### src/cgms_pkg.sv
`timescale 1ns / 1ps

package cgms_pkg;

	// request kinds
	localparam logic REQ_ADVANCE = 1'b0;
	localparam logic REQ_LOAD    = 1'b1;

	// contact side bit positions
	localparam int SIDE_TOP    = 0;
	localparam int SIDE_BOTTOM = 1;
	localparam int SIDE_LEFT   = 2;
	localparam int SIDE_RIGHT  = 3;

	// configuration register indexes
	localparam int CFG_IDX_BITS = 3;
	localparam logic [CFG_IDX_BITS-1:0] REG_FRICTION_X   = 3'd0;
	localparam logic [CFG_IDX_BITS-1:0] REG_FRICTION_Y   = 3'd1;
	localparam logic [CFG_IDX_BITS-1:0] REG_GRAVITY      = 3'd2;
	localparam logic [CFG_IDX_BITS-1:0] REG_FALL_GRAVITY = 3'd3;
	localparam logic [CFG_IDX_BITS-1:0] REG_ACCEL_X      = 3'd4;
	localparam logic [CFG_IDX_BITS-1:0] REG_ACCEL_Y      = 3'd5;
	localparam logic [CFG_IDX_BITS-1:0] REG_TERMINAL_X   = 3'd6;
	localparam logic [CFG_IDX_BITS-1:0] REG_TERMINAL_Y   = 3'd7;

	// field widths fixed by the interface
	localparam int CFG_DATA_BITS = 21;
	localparam int FRIC_BITS     = 20;
	localparam int TERM_BITS     = 20;
	localparam int ACC_BITS      = 21;
	localparam int IO_POS_BITS   = 32;
	localparam int IO_VEL_BITS   = 21;

	localparam logic [TERM_BITS-1:0] TERMINAL_RESET = 20'hFFFFF;

	typedef struct packed {
		logic [FRIC_BITS-1:0]       friction_x;
		logic [FRIC_BITS-1:0]       friction_y;
		logic signed [ACC_BITS-1:0] gravity;
		logic signed [ACC_BITS-1:0] fall_gravity;
		logic signed [ACC_BITS-1:0] accel_x;
		logic signed [ACC_BITS-1:0] accel_y;
		logic [TERM_BITS-1:0]       terminal_x;
		logic [TERM_BITS-1:0]       terminal_y;
	} cfg_t;

	typedef struct packed {
		logic                          req_type;
		logic [3:0]                    plat_sides;
		logic [3:0]                    obj_sides;
		logic signed [IO_POS_BITS-1:0] load_pos_x;
		logic signed [IO_POS_BITS-1:0] load_pos_y;
		logic signed [IO_VEL_BITS-1:0] load_vel_x;
		logic signed [IO_VEL_BITS-1:0] load_vel_y;
	} req_t;

endpackage

### src/cgms_if.sv
`timescale 1ns / 1ps

// request channel
interface cgms_req_if import cgms_pkg::*; ();
	logic                          valid;
	logic                          ready;
	logic                          req_type;
	logic [3:0]                    plat_sides;
	logic [3:0]                    obj_sides;
	logic signed [IO_POS_BITS-1:0] load_pos_x;
	logic signed [IO_POS_BITS-1:0] load_pos_y;
	logic signed [IO_VEL_BITS-1:0] load_vel_x;
	logic signed [IO_VEL_BITS-1:0] load_vel_y;

	modport source (
		output valid, req_type, plat_sides, obj_sides,
		output load_pos_x, load_pos_y, load_vel_x, load_vel_y,
		input  ready
	);
	modport sink (
		input  valid, req_type, plat_sides, obj_sides,
		input  load_pos_x, load_pos_y, load_vel_x, load_vel_y,
		output ready
	);
endinterface

// result channel
interface cgms_res_if import cgms_pkg::*; ();
	logic                          valid;
	logic                          ready;
	logic signed [IO_POS_BITS-1:0] pos_x;
	logic signed [IO_POS_BITS-1:0] pos_y;
	logic signed [IO_VEL_BITS-1:0] vel_x;
	logic signed [IO_VEL_BITS-1:0] vel_y;

	modport source (
		output valid, pos_x, pos_y, vel_x, vel_y,
		input  ready
	);
	modport sink (
		input  valid, pos_x, pos_y, vel_x, vel_y,
		output ready
	);
endinterface

### src/cgms_cfg_regs.sv
`timescale 1ns / 1ps

module cgms_cfg_regs import cgms_pkg::*; (
	input  logic                     clk,
	input  logic                     arst_n,
	input  logic                     cfg_we,
	input  logic [CFG_IDX_BITS-1:0]  cfg_index,
	input  logic [CFG_DATA_BITS-1:0] cfg_data,
	output cfg_t                     cfg
);

	cfg_t cfg_q;

	// register writes, masked to each register's width
	always_ff @(posedge clk or negedge arst_n) begin
		if (!arst_n) begin
			cfg_q.friction_x   <= '0;
			cfg_q.friction_y   <= '0;
			cfg_q.gravity      <= '0;
			cfg_q.fall_gravity <= '0;
			cfg_q.accel_x      <= '0;
			cfg_q.accel_y      <= '0;
			cfg_q.terminal_x   <= TERMINAL_RESET;
			cfg_q.terminal_y   <= TERMINAL_RESET;
		end else if (cfg_we) begin
			case (cfg_index)
				REG_FRICTION_X:   cfg_q.friction_x   <= cfg_data[FRIC_BITS-1:0];
				REG_FRICTION_Y:   cfg_q.friction_y   <= cfg_data[FRIC_BITS-1:0];
				REG_GRAVITY:      cfg_q.gravity      <= $signed(cfg_data[ACC_BITS-1:0]);
				REG_FALL_GRAVITY: cfg_q.fall_gravity <= $signed(cfg_data[ACC_BITS-1:0]);
				REG_ACCEL_X:      cfg_q.accel_x      <= $signed(cfg_data[ACC_BITS-1:0]);
				REG_ACCEL_Y:      cfg_q.accel_y      <= $signed(cfg_data[ACC_BITS-1:0]);
				REG_TERMINAL_X:   cfg_q.terminal_x   <= cfg_data[TERM_BITS-1:0];
				REG_TERMINAL_Y:   cfg_q.terminal_y   <= cfg_data[TERM_BITS-1:0];
				default: ;
			endcase
		end
	end

	assign cfg = cfg_q;

endmodule

### src/cgms_step.sv
`timescale 1ns / 1ps

module cgms_step import cgms_pkg::*; #(
	parameter int POS_BITS = 32,
	parameter int VEL_BITS = 21
) (
	input  req_t                       item,
	input  cfg_t                       cfg,
	input  logic [POS_BITS-1:0]        pos_x,
	input  logic [POS_BITS-1:0]        pos_y,
	input  logic signed [VEL_BITS-1:0] vel_x,
	input  logic signed [VEL_BITS-1:0] vel_y,
	output logic [POS_BITS-1:0]        pos_x_n,
	output logic [POS_BITS-1:0]        pos_y_n,
	output logic signed [VEL_BITS-1:0] vel_x_n,
	output logic signed [VEL_BITS-1:0] vel_y_n
);

	// working width: the wider of velocity and acceleration plus three guard bits
	localparam int WW = ((VEL_BITS > ACC_BITS) ? VEL_BITS : ACC_BITS) + 3;
	localparam int EW = (POS_BITS > VEL_BITS) ? POS_BITS : VEL_BITS;
	localparam logic signed [WW-1:0] VMAX = WW'((64'd1 << (VEL_BITS - 1)) - 64'd1);

	function automatic logic signed [WW-1:0] toward_zero(
		input logic signed [WW-1:0] v,
		input logic signed [WW-1:0] f
	);
		logic signed [WW-1:0] d;
		logic signed [WW-1:0] s;
		d = v - f;
		s = v + f;
		if (v > 0)
			toward_zero = (d > 0) ? d : '0;
		else
			toward_zero = (s < 0) ? s : '0;
	endfunction

	function automatic logic signed [WW-1:0] clamp_sym(
		input logic signed [WW-1:0] v,
		input logic signed [WW-1:0] lim
	);
		if (v < -lim)
			clamp_sym = -lim;
		else if (v > lim)
			clamp_sym = lim;
		else
			clamp_sym = v;
	endfunction

	function automatic logic allowed(
		input logic                 neg_blocked,
		input logic                 pos_blocked,
		input logic signed [WW-1:0] amount
	);
		allowed = (!neg_blocked && amount < 0) || (!pos_blocked && amount > 0);
	endfunction

	logic [3:0]           any_sides;
	logic [3:0]           ps;
	logic signed [WW-1:0] fx_w, fy_w, g_w, fg_w, ax_w, ay_w;
	logic signed [WW-1:0] tx_w, ty_w, lim_x, lim_y;
	logic signed [WW-1:0] vx_f, vy_f, vx_a, vy_g, vy_a, vx_c, vy_c;
	logic signed [WW-1:0] ld_vx, ld_vy;
	logic signed [VEL_BITS-1:0] vx_new, vy_new;
	logic [EW-1:0]        sum_x, sum_y;

	// operands widened to the working width
	always_comb begin
		ps        = item.plat_sides;
		any_sides = item.plat_sides | item.obj_sides;
		fx_w  = $signed({{(WW-FRIC_BITS){1'b0}}, cfg.friction_x});
		fy_w  = $signed({{(WW-FRIC_BITS){1'b0}}, cfg.friction_y});
		tx_w  = $signed({{(WW-TERM_BITS){1'b0}}, cfg.terminal_x});
		ty_w  = $signed({{(WW-TERM_BITS){1'b0}}, cfg.terminal_y});
		g_w   = WW'(cfg.gravity);
		fg_w  = WW'(cfg.fall_gravity);
		ax_w  = WW'(cfg.accel_x);
		ay_w  = WW'(cfg.accel_y);
		lim_x = (tx_w > VMAX) ? VMAX : tx_w;
		lim_y = (ty_w > VMAX) ? VMAX : ty_w;
	end

	// friction, gravity, acceleration, terminal clamp
	always_comb begin
		vx_f = WW'(vel_x);
		vy_f = WW'(vel_y);
		if (any_sides[SIDE_TOP] || any_sides[SIDE_BOTTOM])
			vx_f = toward_zero(WW'(vel_x), fx_w);
		if (any_sides[SIDE_LEFT] || any_sides[SIDE_RIGHT])
			vy_f = toward_zero(WW'(vel_y), fy_w);

		vy_g = vy_f;
		if (fg_w > 0 && vy_f > 0) begin
			if (!ps[SIDE_BOTTOM])
				vy_g = vy_f + fg_w;
		end else if (allowed(ps[SIDE_TOP], ps[SIDE_BOTTOM], g_w)) begin
			vy_g = vy_f + g_w;
		end

		vx_a = allowed(ps[SIDE_LEFT], ps[SIDE_RIGHT], ax_w) ? vx_f + ax_w : vx_f;
		vy_a = allowed(ps[SIDE_TOP], ps[SIDE_BOTTOM], ay_w) ? vy_g + ay_w : vy_g;

		vx_c   = clamp_sym(vx_a, lim_x);
		vy_c   = clamp_sym(vy_a, lim_y);
		vx_new = vx_c[VEL_BITS-1:0];
		vy_new = vy_c[VEL_BITS-1:0];
	end

	// wrapping position add
	always_comb begin
		sum_x = EW'(pos_x) + EW'(vx_new);
		sum_y = EW'(pos_y) + EW'(vy_new);
	end

	// load words saturate velocity to the symmetric range -VMAX..VMAX
	always_comb begin
		ld_vx = clamp_sym(WW'(item.load_vel_x), VMAX);
		ld_vy = clamp_sym(WW'(item.load_vel_y), VMAX);
	end

	// select between load and advance
	always_comb begin
		if (item.req_type == REQ_LOAD) begin
			pos_x_n = POS_BITS'(item.load_pos_x);
			pos_y_n = POS_BITS'(item.load_pos_y);
			vel_x_n = ld_vx[VEL_BITS-1:0];
			vel_y_n = ld_vy[VEL_BITS-1:0];
		end else begin
			pos_x_n = sum_x[POS_BITS-1:0];
			pos_y_n = sum_y[POS_BITS-1:0];
			vel_x_n = vx_new;
			vel_y_n = vy_new;
		end
	end

endmodule

### src/contact_gated_motion_step_top.sv
`timescale 1ns / 1ps

// path: request words pass the input register, then the result register, to res
// throughput: one word per cycle unless res stalls; the state update is a single
// adder/clamp pass from the input register to the result and state registers
// reset: position and velocity clear to zero, terminal speeds to full scale,
// other configuration registers to zero, both channels empty

module contact_gated_motion_step_top import cgms_pkg::*; #(
	parameter int POS_BITS = 32,
	parameter int VEL_BITS = 21
) (
	input  logic                     clk,
	input  logic                     arst_n,
	input  logic                     cfg_we,
	input  logic [CFG_IDX_BITS-1:0]  cfg_index,
	input  logic [CFG_DATA_BITS-1:0] cfg_data,
	cgms_req_if.sink                 req,
	cgms_res_if.source               res
);

	cfg_t                       cfg;
	req_t                       item_s1;
	logic                       valid_s1;
	logic                       res_valid_q;
	logic                       advance;
	logic [POS_BITS-1:0]        pos_x_q, pos_y_q, pos_x_n, pos_y_n;
	logic signed [VEL_BITS-1:0] vel_x_q, vel_y_q, vel_x_n, vel_y_n;
	logic [IO_POS_BITS-1:0]     res_pos_x_q, res_pos_y_q;
	logic [IO_VEL_BITS-1:0]     res_vel_x_q, res_vel_y_q;

	cgms_cfg_regs u_cfg (
		.clk       (clk),
		.arst_n    (arst_n),
		.cfg_we    (cfg_we),
		.cfg_index (cfg_index),
		.cfg_data  (cfg_data),
		.cfg       (cfg)
	);

	cgms_step #(
		.POS_BITS (POS_BITS),
		.VEL_BITS (VEL_BITS)
	) u_step (
		.item    (item_s1),
		.cfg     (cfg),
		.pos_x   (pos_x_q),
		.pos_y   (pos_y_q),
		.vel_x   (vel_x_q),
		.vel_y   (vel_y_q),
		.pos_x_n (pos_x_n),
		.pos_y_n (pos_y_n),
		.vel_x_n (vel_x_n),
		.vel_y_n (vel_y_n)
	);

	// handshake: the stage-one word moves on when the result slot is free or draining
	assign advance   = valid_s1 && (!res_valid_q || res.ready);
	assign req.ready = !valid_s1 || advance;

	// input register
	always_ff @(posedge clk or negedge arst_n) begin
		if (!arst_n) begin
			valid_s1 <= 1'b0;
		end else if (req.ready) begin
			valid_s1 <= req.valid;
		end
	end

	always_ff @(posedge clk) begin
		if (req.valid && req.ready) begin
			item_s1.req_type   <= req.req_type;
			item_s1.plat_sides <= req.plat_sides;
			item_s1.obj_sides  <= req.obj_sides;
			item_s1.load_pos_x <= req.load_pos_x;
			item_s1.load_pos_y <= req.load_pos_y;
			item_s1.load_vel_x <= req.load_vel_x;
			item_s1.load_vel_y <= req.load_vel_y;
		end
	end

	// body state
	always_ff @(posedge clk or negedge arst_n) begin
		if (!arst_n) begin
			pos_x_q <= '0;
			pos_y_q <= '0;
			vel_x_q <= '0;
			vel_y_q <= '0;
		end else if (advance) begin
			pos_x_q <= pos_x_n;
			pos_y_q <= pos_y_n;
			vel_x_q <= vel_x_n;
			vel_y_q <= vel_y_n;
		end
	end

	// result register
	always_ff @(posedge clk or negedge arst_n) begin
		if (!arst_n) begin
			res_valid_q <= 1'b0;
		end else if (advance) begin
			res_valid_q <= 1'b1;
		end else if (res.ready) begin
			res_valid_q <= 1'b0;
		end
	end

	always_ff @(posedge clk) begin
		if (advance) begin
			res_pos_x_q <= IO_POS_BITS'(pos_x_n);
			res_pos_y_q <= IO_POS_BITS'(pos_y_n);
			res_vel_x_q <= IO_VEL_BITS'(vel_x_n);
			res_vel_y_q <= IO_VEL_BITS'(vel_y_n);
		end
	end

	assign res.valid = res_valid_q;
	assign res.pos_x = $signed(res_pos_x_q);
	assign res.pos_y = $signed(res_pos_y_q);
	assign res.vel_x = $signed(res_vel_x_q);
	assign res.vel_y = $signed(res_vel_y_q);

endmodule

### src/flat_wrapper.sv
// flat-port wrapper written by rule: the top's interface ports become plain ports
module contact_gated_motion_step_top_flat import cgms_pkg::*;
#(
	parameter int POS_BITS = 32,
	parameter int VEL_BITS = 21
)
  (clk, arst_n, cfg_we, cfg_index, cfg_data, req_valid, req_req_type, req_plat_sides, req_obj_sides, req_load_pos_x, req_load_pos_y, req_load_vel_x, req_load_vel_y, req_ready, res_valid, res_pos_x, res_pos_y, res_vel_x, res_vel_y, res_ready);
  cgms_req_if req_i ();
  cgms_res_if res_i ();
  input  logic clk;
  input  logic arst_n;
  input  logic cfg_we;
  input  logic [CFG_IDX_BITS-1:0] cfg_index;
  input  logic [CFG_DATA_BITS-1:0] cfg_data;
  input wire logic [$bits(req_i.valid)-1:0] req_valid;
  input wire logic [$bits(req_i.req_type)-1:0] req_req_type;
  input wire logic [$bits(req_i.plat_sides)-1:0] req_plat_sides;
  input wire logic [$bits(req_i.obj_sides)-1:0] req_obj_sides;
  input wire logic [$bits(req_i.load_pos_x)-1:0] req_load_pos_x;
  input wire logic [$bits(req_i.load_pos_y)-1:0] req_load_pos_y;
  input wire logic [$bits(req_i.load_vel_x)-1:0] req_load_vel_x;
  input wire logic [$bits(req_i.load_vel_y)-1:0] req_load_vel_y;
  output wire logic [$bits(req_i.ready)-1:0] req_ready;
  output wire logic [$bits(res_i.valid)-1:0] res_valid;
  output wire logic [$bits(res_i.pos_x)-1:0] res_pos_x;
  output wire logic [$bits(res_i.pos_y)-1:0] res_pos_y;
  output wire logic [$bits(res_i.vel_x)-1:0] res_vel_x;
  output wire logic [$bits(res_i.vel_y)-1:0] res_vel_y;
  input wire logic [$bits(res_i.ready)-1:0] res_ready;
  assign req_i.valid = req_valid;
  assign req_i.req_type = req_req_type;
  assign req_i.plat_sides = req_plat_sides;
  assign req_i.obj_sides = req_obj_sides;
  assign req_i.load_pos_x = req_load_pos_x;
  assign req_i.load_pos_y = req_load_pos_y;
  assign req_i.load_vel_x = req_load_vel_x;
  assign req_i.load_vel_y = req_load_vel_y;
  assign req_ready = req_i.ready;
  assign res_valid = res_i.valid;
  assign res_pos_x = res_i.pos_x;
  assign res_pos_y = res_i.pos_y;
  assign res_vel_x = res_i.vel_x;
  assign res_vel_y = res_i.vel_y;
  assign res_i.ready = res_ready;
  contact_gated_motion_step_top #(.POS_BITS(POS_BITS), .VEL_BITS(VEL_BITS)) u_core (.clk(clk), .arst_n(arst_n), .cfg_we(cfg_we), .cfg_index(cfg_index), .cfg_data(cfg_data), .req(req_i), .res(res_i));
endmodule
### config.mk
export PLATFORM = sky130hd
export DESIGN_NAME = contact_gated_motion_step_top_flat
export DESIGN_NICKNAME = d
export VERILOG_FILES = /design/src/cgms_pkg.sv /design/src/cgms_if.sv /design/src/cgms_cfg_regs.sv /design/src/cgms_step.sv /design/src/contact_gated_motion_step_top.sv /design/src/flat_wrapper.sv
export SDC_FILE = /design/constraint.sdc
export NUM_CORES = 1
export LEC_CHECK = 0
export BUFFER_PORTS_ARGS = -buffer_cell sky130_fd_sc_hd__buf_2
export CAP_MARGIN = 10
export CORE_MARGIN = 3
export CORE_UTILIZATION = 51
export DETAILED_ROUTE_END_ITERATION = 7
export GPL_ROUTABILITY_DRIVEN = 0
export PLACE_DENSITY_LB_ADDON = 0.25
export SYNTH_ARGS = -nofsm -noshare
export SYNTH_HDL_FRONTEND = slang
export SYNTH_SLANG_ARGS = --single-unit
### constraint.sdc
create_clock -name clk -period 32.7 [get_ports clk]
set_input_delay 1.635 -clock clk [delete_from_list [all_inputs] [get_ports clk]]
set_output_delay 1.635 -clock clk [all_outputs]
set_load 0.02 [all_outputs]
Word-level counts from Yosys, hierarchy flattened
Index checks and enable logic that the tools add are counted.

cells by class
  equality and inequality tests = 7
  $lt $le $gt $ge = 22
  shift-type cells = 0
  add/sub/neg operators = 12
  $mul = 0
  bitwise operators = 1
  divide/modulo/power cells = 0
  mux-type cells = 27
  reduce and logical (&&, ||, !) cells = 32

operators by type and width
  kind                                                 number
  2-to-1 mux 24 bit                                    13
  2-to-1 mux 21 bit                                    10
  > comparator 21 x 1 -> 1 bit, second input constant  6
  adder 24 x 21 -> 24 bit                              4
  adder 32 bit                                         2
  2-to-1 mux 32 bit                                    2
  < comparator 21 x 1 -> 1 bit, second input constant  3
  > comparator 24 x 21 -> 1 bit                        2
  < comparator 24 bit                                  2
  negation 20 -> 24 bit                                2
  adder 21 x 21 -> 22 bit                              2
  > comparator 22 x 1 -> 1 bit, second input constant  2
  < comparator 22 x 1 -> 1 bit, second input constant  2
  subtractor 21 x 21 -> 22 bit                         2
  > comparator 21 bit, second input constant           2
  < comparator 21 bit, second input constant           2
  > comparator 24 x 1 -> 1 bit, second input constant  1
  AND reduction 2 bit                                  8
  equality test 3 bit, second input constant           4
  logical AND 1 bit                                    9
  logical OR 1 bit                                     7
  equality test 3 x 2 -> 1 bit, second input constant  2
  zero test 1 bit                                      6
  bitwise OR 4 bit                                     1
  4 further kinds                                      5

storage, ports and cells
  output and inout bits = 108
  memories kept = 0
  RAM bits = 0
  bits in read-only memories = 0
  input bits = 144
  bits in registers = 493
  bits in latches = 0

Depth between registers and ports, before layout
Gate-level depths: netlist of the first run.

  word-level depth = 15
  mapped depth = 70

Cells and area by module
A second synthesis of the first run with hierarchy kept.

second synthesis, totals
  cells, all modules = 3,616
  area total of the unflattened synthesis = 35,937.0 sq um

modules (own cells, without submodules)
  module                         area each (sq um)  times used  cells each
  cgms_step                      18,964.4           1           2,811
  contact_gated_motion_step_top  10,776.6           1           453
  cgms_cfg_regs                  6,195.9            1           352

Worst setup path after synthesis of the first run
No wires, ideal clock.

  path type = register to register
  start = reg u_core.vel_y_q[0]
  end = reg u_core.pos_y_q[26]
  path slack = 19.747 ns
  stages on the path, launching flop included = 64
  period minus slack after synthesis = 12.953 ns
  data required time = 32.575 ns
  setup time = 0.125 ns
  arrival = 12.828 ns
  cells stage by stage = dfrtp_1 -> inv_1 -> ha_1 -> fa_1 -> nor2b_4 -> o31a_1 -> o21ai_4 -> o21a_1 -> xnor2_1 -> nor4b_1 -> nand4_1 -> o31ai_4 -> a211oi_1 -> a21oi_1 -> inv_1 -> ha_1 -> fa_1 -> a21o_1 -> [28 not listed] -> inv_1 -> fa_1 -> nor2b_1 -> o21ai_0 -> a21boi_0 -> o21ai_0 -> nand2b_1 -> a21o_1 -> a221o_1 -> a211oi_1 -> o31ai_1 -> o41ai_1 -> o311ai_0 -> nor4_1 -> nor2_1 -> xor2_1 -> mux2_2 -> mux2_2

between the ends
  cells in the longest elaborated chain, start to end = 15

ends and longest elaborated chain
  what                                                                          line                                 source
  start: declaration                                                            contact_gated_motion_step_top.sv:28  logic signed [VEL_BITS-1:0] vel_x_q, vel_y_q, vel_x_n, vel_y_n;
  start signal: assignment                                                      contact_gated_motion_step_top.sv:93  vel_y_q <= vel_y_n;
  adder 21 x 21 -> 22 bit or subtractor 21 x 21 -> 22 bit (tied branches)       cgms_step.sv:31, cgms_step.sv:30
  < comparator 22 x 1 -> 1 bit or > comparator 22 x 1 -> 1 bit (tied branches)  cgms_step.sv:35, cgms_step.sv:33
  2-to-1 mux 24 bit, on equally long branches                                   cgms_step.sv:35, cgms_step.sv:33
  2-to-1 mux 24 bit                                                             cgms_step.sv:32                      if (v > 0)
  2-to-1 mux 24 bit *                                                           cgms_step.sv:89                      if (any_sides[SIDE_LEFT] || any_sides[SIDE_RIGHT])
  adder 24 x 21 -> 24 bit, or another cell as far along                         cgms_step.sv:97                      vy_g = vy_f + g_w;
  2-to-1 mux 24 bit, or another cell as far along                               cgms_step.sv:96                      end else if (allowed(ps[SIDE_TOP], ps[SIDE_BOTTOM], g_w)) begin
  2-to-1 mux 24 bit *                                                           cgms_step.sv:93                      if (fg_w > 0 && vy_f > 0) begin
  adder 24 x 21 -> 24 bit                                                       cgms_step.sv:101                     vy_a = allowed(ps[SIDE_TOP], ps[SIDE_BOTTOM], ay_w) ? vy_g + ay_w : vy_g;
  2-to-1 mux 24 bit *                                                           cgms_step.sv:101
  > comparator 24 x 21 -> 1 bit                                                 cgms_step.sv:44                      else if (v > lim)
  2-to-1 mux 21 bit                                                             cgms_step.sv:44
  2-to-1 mux 21 bit *                                                           cgms_step.sv:42                      if (v < -lim)
  adder 32 bit *                                                                cgms_step.sv:112                     sum_y = EW'(pos_y) + EW'(vy_new);
  2-to-1 mux 32 bit *                                                           cgms_step.sv:123                     if (item.req_type == REQ_LOAD) begin
  net u_core.pos_y_n[26]                                                        contact_gated_motion_step_top.sv:27  logic [POS_BITS-1:0] pos_x_q, pos_y_q, pos_x_n, pos_y_n;
  end signal: assignment                                                        contact_gated_motion_step_top.sv:91  pos_y_q <= pos_y_n;
  end: declaration                                                              contact_gated_motion_step_top.sv:27

Mark *: on every way through the listed nets, which the timed path passes. The rest lies on a longest branch.
A chain may end at the register's enable or synchronous reset.

Worst setup path after layout of the first run
  start = reg u_core.vel_y_q[13]
  end = reg u_core.pos_y_q[30]

between the ends
  cells in the longest elaborated chain, start to end = 15

ends and longest elaborated chain
  what                                                                          line
  adder 21 x 21 -> 22 bit or subtractor 21 x 21 -> 22 bit (tied branches)       cgms_step.sv:31, cgms_step.sv:30
  < comparator 22 x 1 -> 1 bit or > comparator 22 x 1 -> 1 bit (tied branches)  cgms_step.sv:35, cgms_step.sv:33
  2-to-1 mux 24 bit, on equally long branches                                   cgms_step.sv:35, cgms_step.sv:33
  2-to-1 mux 24 bit                                                             cgms_step.sv:32
  2-to-1 mux 24 bit *                                                           cgms_step.sv:89
  adder 24 x 21 -> 24 bit, or another cell as far along                         cgms_step.sv:97
  2-to-1 mux 24 bit, or another cell as far along                               cgms_step.sv:96
  2-to-1 mux 24 bit *                                                           cgms_step.sv:93
  adder 24 x 21 -> 24 bit                                                       cgms_step.sv:101
  2-to-1 mux 24 bit *                                                           cgms_step.sv:101
  > comparator 24 x 21 -> 1 bit                                                 cgms_step.sv:44
  2-to-1 mux 21 bit                                                             cgms_step.sv:44
  2-to-1 mux 21 bit *                                                           cgms_step.sv:42
  adder 32 bit *                                                                cgms_step.sv:112
  2-to-1 mux 32 bit *                                                           cgms_step.sv:123

Mark *: on every way between the ends. The rest lies on a longest branch, timed or not.

==> results of run 1 <==
## layout make-up
class / instances / area [sq um] / share of cell area [%]
clock buffers: 74 / 1580 / 3.95
multi-input cells: 2938 / 21200 / 52.9
repair buffers: 285 / 1530 / 3.83
inverters: 193 / 734 / 1.83
clock inverters: 36 / 374 / 0.933
flip-flops and latches: 493 / 13500 / 33.7
well taps: 931 / 1160 / 2.91
## Yosys cell counts (40+ instances only)
master / count / area share, %
nor3_1: 100 / 1.4
edfxtp_1: 221 / 18
xor2_1: 69 / 1.7
nand2_1: 374 / 3.9
dfstp_2: 40 / 2.9
and3_1: 42 / 0.73
mux2_2: 222 / 6.9
nand2b_1: 55 / 0.96
a21o_1: 76 / 1.6
o31ai_1: 40 / 0.83
xnor2_1: 133 / 3.2
dfrtp_1: 232 / 16
a21oi_1: 250 / 3.5
nor2_1: 258 / 2.7
nand3_1: 49 / 0.68
nor4_1: 45 / 0.78
clkbuf_1: 116 / 1.2
a211oi_1: 41 / 0.86
o21ai_0: 229 / 3.2
o21a_1: 65 / 1.4
ha_1: 323 / 11
inv_1: 190 / 2.0
## stage by stage
stage	instance area (sq um)	setup slack, ns	hold slack (ns)	util (%)
2_1_floorplan	36000	19.75	0.452	-
3_3_place_gp	38100	17.81	0.468	55.1
3_5_place_dp	38100	17.42	0.470	55.1
4_1_cts	40100	17.36	0.488	57.9
5_1_grt	40100	15.78	0.508	57.9
6_report	40100	17.00	0.483	57.9
## routing by layer
layer / vias up / track usage, %
met5: - / 0
met2: 1307 / 45.7
li1: 14300 / -
met4: 4 / 15.5
met3: 300 / 4.72
met1: 14600 / 39.3
## critical path, delay by kind of cell, from the launching register on
family / cells / cell delay [ns]
flops: 1 / 0.43
compound gates: 36 / 8.61
buf+inv: 5 / 0.80
simple gates: 9 / 1.30
fa+ha+maj: 7 / 2.56
xor+xnor: 3 / 0.81
mux: 3 / 1.06
## worst min path at each step
stage | from | endpoint | slack [ns] | depth (start not counted)
final | u_core.pos_y_q[24] | u_core.pos_y_q[24] | 0.48 | 2
after global routing | u_core.pos_y_q[24] | u_core.pos_y_q[24] | 0.51 | 2
after CTS | u_core.pos_y_q[24] | u_core.pos_y_q[24] | 0.49 | 2
after detailed placement | u_core.pos_y_q[24] | u_core.pos_y_q[24] | 0.47 | 2
after global placement | u_core.pos_x_q[16] | u_core.pos_x_q[16] | 0.47 | 2
after floorplan | u_core.pos_x_q[20] | u_core.pos_x_q[20] | 0.45 | 2
## state kept, by name, summed over array words and instances, names as in the netlist
name and count:
u_core.u_cfg.cfg 164, u_core.res.vel_y 21, u_core.item_s1 115, u_core.vel_x_q 21, u_core.pos_x_q 32, u_core.valid_s1 1
u_core.vel_y_q 21, u_core.res.pos_x 32, u_core.res.pos_y 32, u_core.res.vel_x 21, u_core.res.valid 1, u_core.pos_y_q 32
## cells by family (layout without fill, tap and decap cells)
kind of cell / count (synthesis) / count (layout) / synth area share, %
AO/OA/AOI/OAI: 1027 / 1027 / 19.1
XOR/XNOR: 204 / 204 / 5.06
adder cells (fa/ha/maj): 333 / 333 / 11.8
buffers and inverters: 340 / 588 / 3.72
flip-flops: 493 / 493 / 37.5
multiplexers: 252 / 252 / 7.80
AND/OR/NAND/NOR: 1122 / 1122 / 15.0
==> results_dict.tcl, run 1 <==
set metrics [dict create \
    status "complete, no violations" \
    rsz0062_at_grt "no" \
    io_buffers 251 \
    cp.arrival_ns 16.25 \
    tns_ns 0 \
    drive_gt1_share_pct 18.0 \
    die_x_um 272 \
    period_share_pct 48.0 \
    syn_to_final_growth_pct 11.4 \
    numCtsBuffers 58 \
    wl_met1_mm 46.1 \
    grt_usage_pct 29.3 \
    dp_cells 4840 \
    num_antenna_cells 0 \
    cp-end-kind "register" \
    rr_worst_depth 63 \
    dr.pass1.iters 6 \
    cts_buffer_depth 3 \
    wl_met3_mm 8.93 \
    num_rows 96 \
    fmax_mhz 63.7 \
    startpoint "u_core.vel_y_q[13]" \
    final_cells 4950 \
    crit_type "register to register" \
    final_common_cell "nand2_1" \
    cts-root-buf "clkbuf_16" \
    ant_nets 0 \
    highest_layer "met5" \
    drc_errors 0 \
    fin_nets 4446 \
    crit_path_end "u_core.pos_y_q[30]" \
    cp.required_ns 33.25 \
    grt_pass1_wl_mm 169 \
    core_area_sq_mm 0.0692 \
    cts_tree "built" \
    die-area_sq_mm 0.0738 \
    cts_resized 0 \
    tightest_slew_ns 0.991 \
    start_kind "register" \
    synth_edf_count 221 \
    pin_count 252 \
    grt_pass1_vias 29000 \
    vias 30500 \
    hp-class "register to register" \
    postCtsSetupRepairBufs 0 \
    wl_per_cell_um 22.4 \
    setup_viol 0 \
    worstReg2RegEnd "u_core.pos_y_q[30]" \
    viasPerCell 6.16 \
    postSynthAreaPerCell_sq_um 9.54 \
    grt_start_max_net_pins 155 \
    place_hpwl_mm 81.7 \
    period_needed_ns 15.70 \
    ctsHoldBuffers 0 \
    maxSlewViolCount 0 \
    start_util_pct 52.0 \
    drt_iter0_markers 2930 \
    cts_num_sinks 493 \
    ys_types 109 \
    clock_skew_ns 0.0470 \
    async_flop_share_pct 55.2 \
    synth-seq-cells 493 \
    path_max_fanout 31 \
    final.fill_count 6118 \
    slowest_delay_ns 0.69 \
    htree_num_levels 2 \
    synth_ff_type "dfrtp_1" \
    antenna_found_initial 8 \
    worst-r2r-setup-slack_ns 17.00 \
    ys_seq_area_share_pct 37.5 \
    synth_cells 3771 \
    cts.clk_slew.worst_paths_ns 0.06 \
    met2WireLength_mm 48.9 \
    yosys_warnings 0 \
    max_cap_violations 0 \
    die_h_um 272 \
    timing_hold_violations_final 0 \
    synth_fp_nets 4248 \
    slew-limit-headroom_pct 33.3 \
    layout_common_cells "373 x nand2_1, 323 x ha_1, 258 x nor2_1" \
    grt_overflow 0 \
    cpMaxStageDelayCell "o311ai_0" \
    timing.rr.start "u_core.vel_y_q[13]" \
    syn_area_sq_mm 0.0360 \
    finalWirelength_mm 111 \
    insertion_delay_ns 0.65 \
]
Power of run 1 is left out: the tool's default activity adds up to more than one toggle a clock period on the data nets, which glitch-free logic cannot reach.
==> run 2: changes to the inputs <==
==> constraint.sdc (replaced) <==
create_clock -name clk -period 15.5 [get_ports clk]
set_input_delay 0.775 -clock clk [delete_from_list [all_inputs] [get_ports clk]]
set_output_delay 0.775 -clock clk [all_outputs]
set_load 0.02 [all_outputs]
==> run 2 against run 1 <==
  * Clock skew fell by 0.0077 ns
  * First-iteration DRC count fell by 0.99%
  * Maximum frequency rose by 7.6%
  * Utilization rose by 0.18 points
  * Count of clock-buffer cells in the layout rose by 3
  * Worst setup slack got worse by 16 ns
  * Via count rose by 0.58%
  * Non-clock buffer count rose by 11
  * Hold slack got worse by 0.30 ns
  * Sequential cell count did not move
  * Largest cell class unchanged
==> results_dict.tcl, run 2 (synthesized netlist as in run 1, its figures left out) <==
set metrics [dict create \
    max_cap_violations 0 \
    pin_count 252 \
    dr.pass1.iters 6 \
    hp-class "input pin to asynchronous set/reset pin" \
    layout_common_cells "373 x nand2_1, 322 x ha_1, 258 x nor2_1" \
    clock_skew_ns 0.0393 \
    cp.arrival_ns 15.18 \
    ant_nets 0 \
    syn_to_final_growth_pct 11.7 \
    largest_reg_flops 164 \
    final_common_cell "nand2_1" \
    drc_errors 0 \
    crit_family "compound AO/OA/AOI/OAI gates" \
    die-area_sq_mm 0.0738 \
    die_x_um 272 \
    viasPerCell 6.19 \
    insertion_delay_ns 0.64 \
    slew-limit-headroom_pct 24.3 \
    maxSlewViolCount 0 \
    path_max_fanout 14 \
    start_util_pct 52.0 \
    grt_pass1_wl_mm 172 \
    cts_tree "built" \
    drt_iter0_markers 2901 \
    cp-end-kind "register" \
    cts.clk_slew.worst_paths_ns 0.06 \
    crit_top_cell "a21oi_1" \
    setup_viol 0 \
    start_kind "register" \
    antenna_found_initial 4 \
    io_buffers 251 \
    crit_type "register to register" \
    cts_num_sinks 493 \
    wl_per_cell_um 22.5 \
    core_area_sq_mm 0.0692 \
    final.fill_count 6121 \
    num_rows 96 \
    slowest_delay_ns 0.55 \
    cp.required_ns 16.08 \
    postCtsSetupRepairBufs 0 \
    timing_hold_violations_final 0 \
    cpMaxStageDelayCell "o31ai_4" \
    numCtsBuffers 55 \
    cts-root-buf "clkbuf_16" \
    grt_overflow 0 \
    htree_num_levels 2 \
    fmax_mhz 68.5 \
    status "complete, no violations" \
    fin_nets 4454 \
    die_h_um 272 \
    rsz0062_at_grt "no" \
    period_needed_ns 14.59 \
    tns_ns 0 \
    place_hpwl_mm 82.8 \
    critPathBufInv 3 \
    vias 30700 \
    grt_usage_pct 29.7 \
    grt_pass1_vias 29400 \
    ctsHoldBuffers 0 \
    finalWirelength_mm 112 \
    cts_resized 0 \
    tightest_slew_ns 1.13 \
    drive_gt1_share_pct 18.2 \
    grt_start_max_net_pins 155 \
    period_share_pct 94.2 \
    cts_buffer_depth 3 \
]
## run 2: metrics by stage
stage               cell area [sq um]  hold WS (ns)  worst slack (ns)  cells  utilization (%)
floorplan                       36000         0.452              2.55   3771                -
global placement                38200         0.465              1.05   4851             55.2
detailed placement              38200         0.470             0.822   4851             55.2
CTS                             40200         0.220             0.787   4955             58.1
global route                    40200         0.242            0.0249   4955             58.1
finish                          40200         0.182             0.906   4956             58.1
## run 2: worst reg2reg max path: cells and delay by family, from the launching register on
family,cells,cell delay [ns]
simple gates,14,2.29
mux,2,0.60
flops,1,0.49
compound gates,35,8.28
xor+xnor,2,0.29
fa+ha+maj,6,2.17
buf+inv,3,0.45
## run 2: worst paths after layout
check,start,end,slack [ns],cells after the start
max,u_core.vel_y_q[11],u_core.pos_y_q[31],0.91,62
min,arst_n,u_core.u_cfg.cfg[132],0.18,1
max reg2reg,u_core.vel_y_q[11],u_core.pos_y_q[31],0.91,62
min reg2reg,u_core.pos_y_q[5],u_core.pos_y_q[5],0.48,2
max in group asynchronous,arst_n,u_core.vel_x_q[10],13.75,2
min in group clk,req_load_vel_x[16],u_core.item_s1[37],0.31,1
## run 2: cell type report
type / instances / area [sq um] / area share [%]
Antenna cell: 1 / 2.50 / 0.00622
Clock buffer: 77 / 1530 / 3.80
Clock inverter: 27 / 423 / 1.05
Inverter: 193 / 734 / 1.83
Multi-Input combinational cell: 2938 / 21200 / 52.8
Sequential cell: 493 / 13500 / 33.6
Tap cell: 931 / 1160 / 2.90
Timing Repair Buffer: 296 / 1620 / 4.02
## run 2: per-layer routing
layer  vias to the layer above  part of all wire, %  track usage, %
met5                         -                    0               0
met4                         0                  5.3            13.7
met3                       291                  8.0            5.05
met2                      1298                   45            47.3
met1                     14800                   42            39.5
li1                      14300                    -               -
Power of run 2 is left out for the same reason.
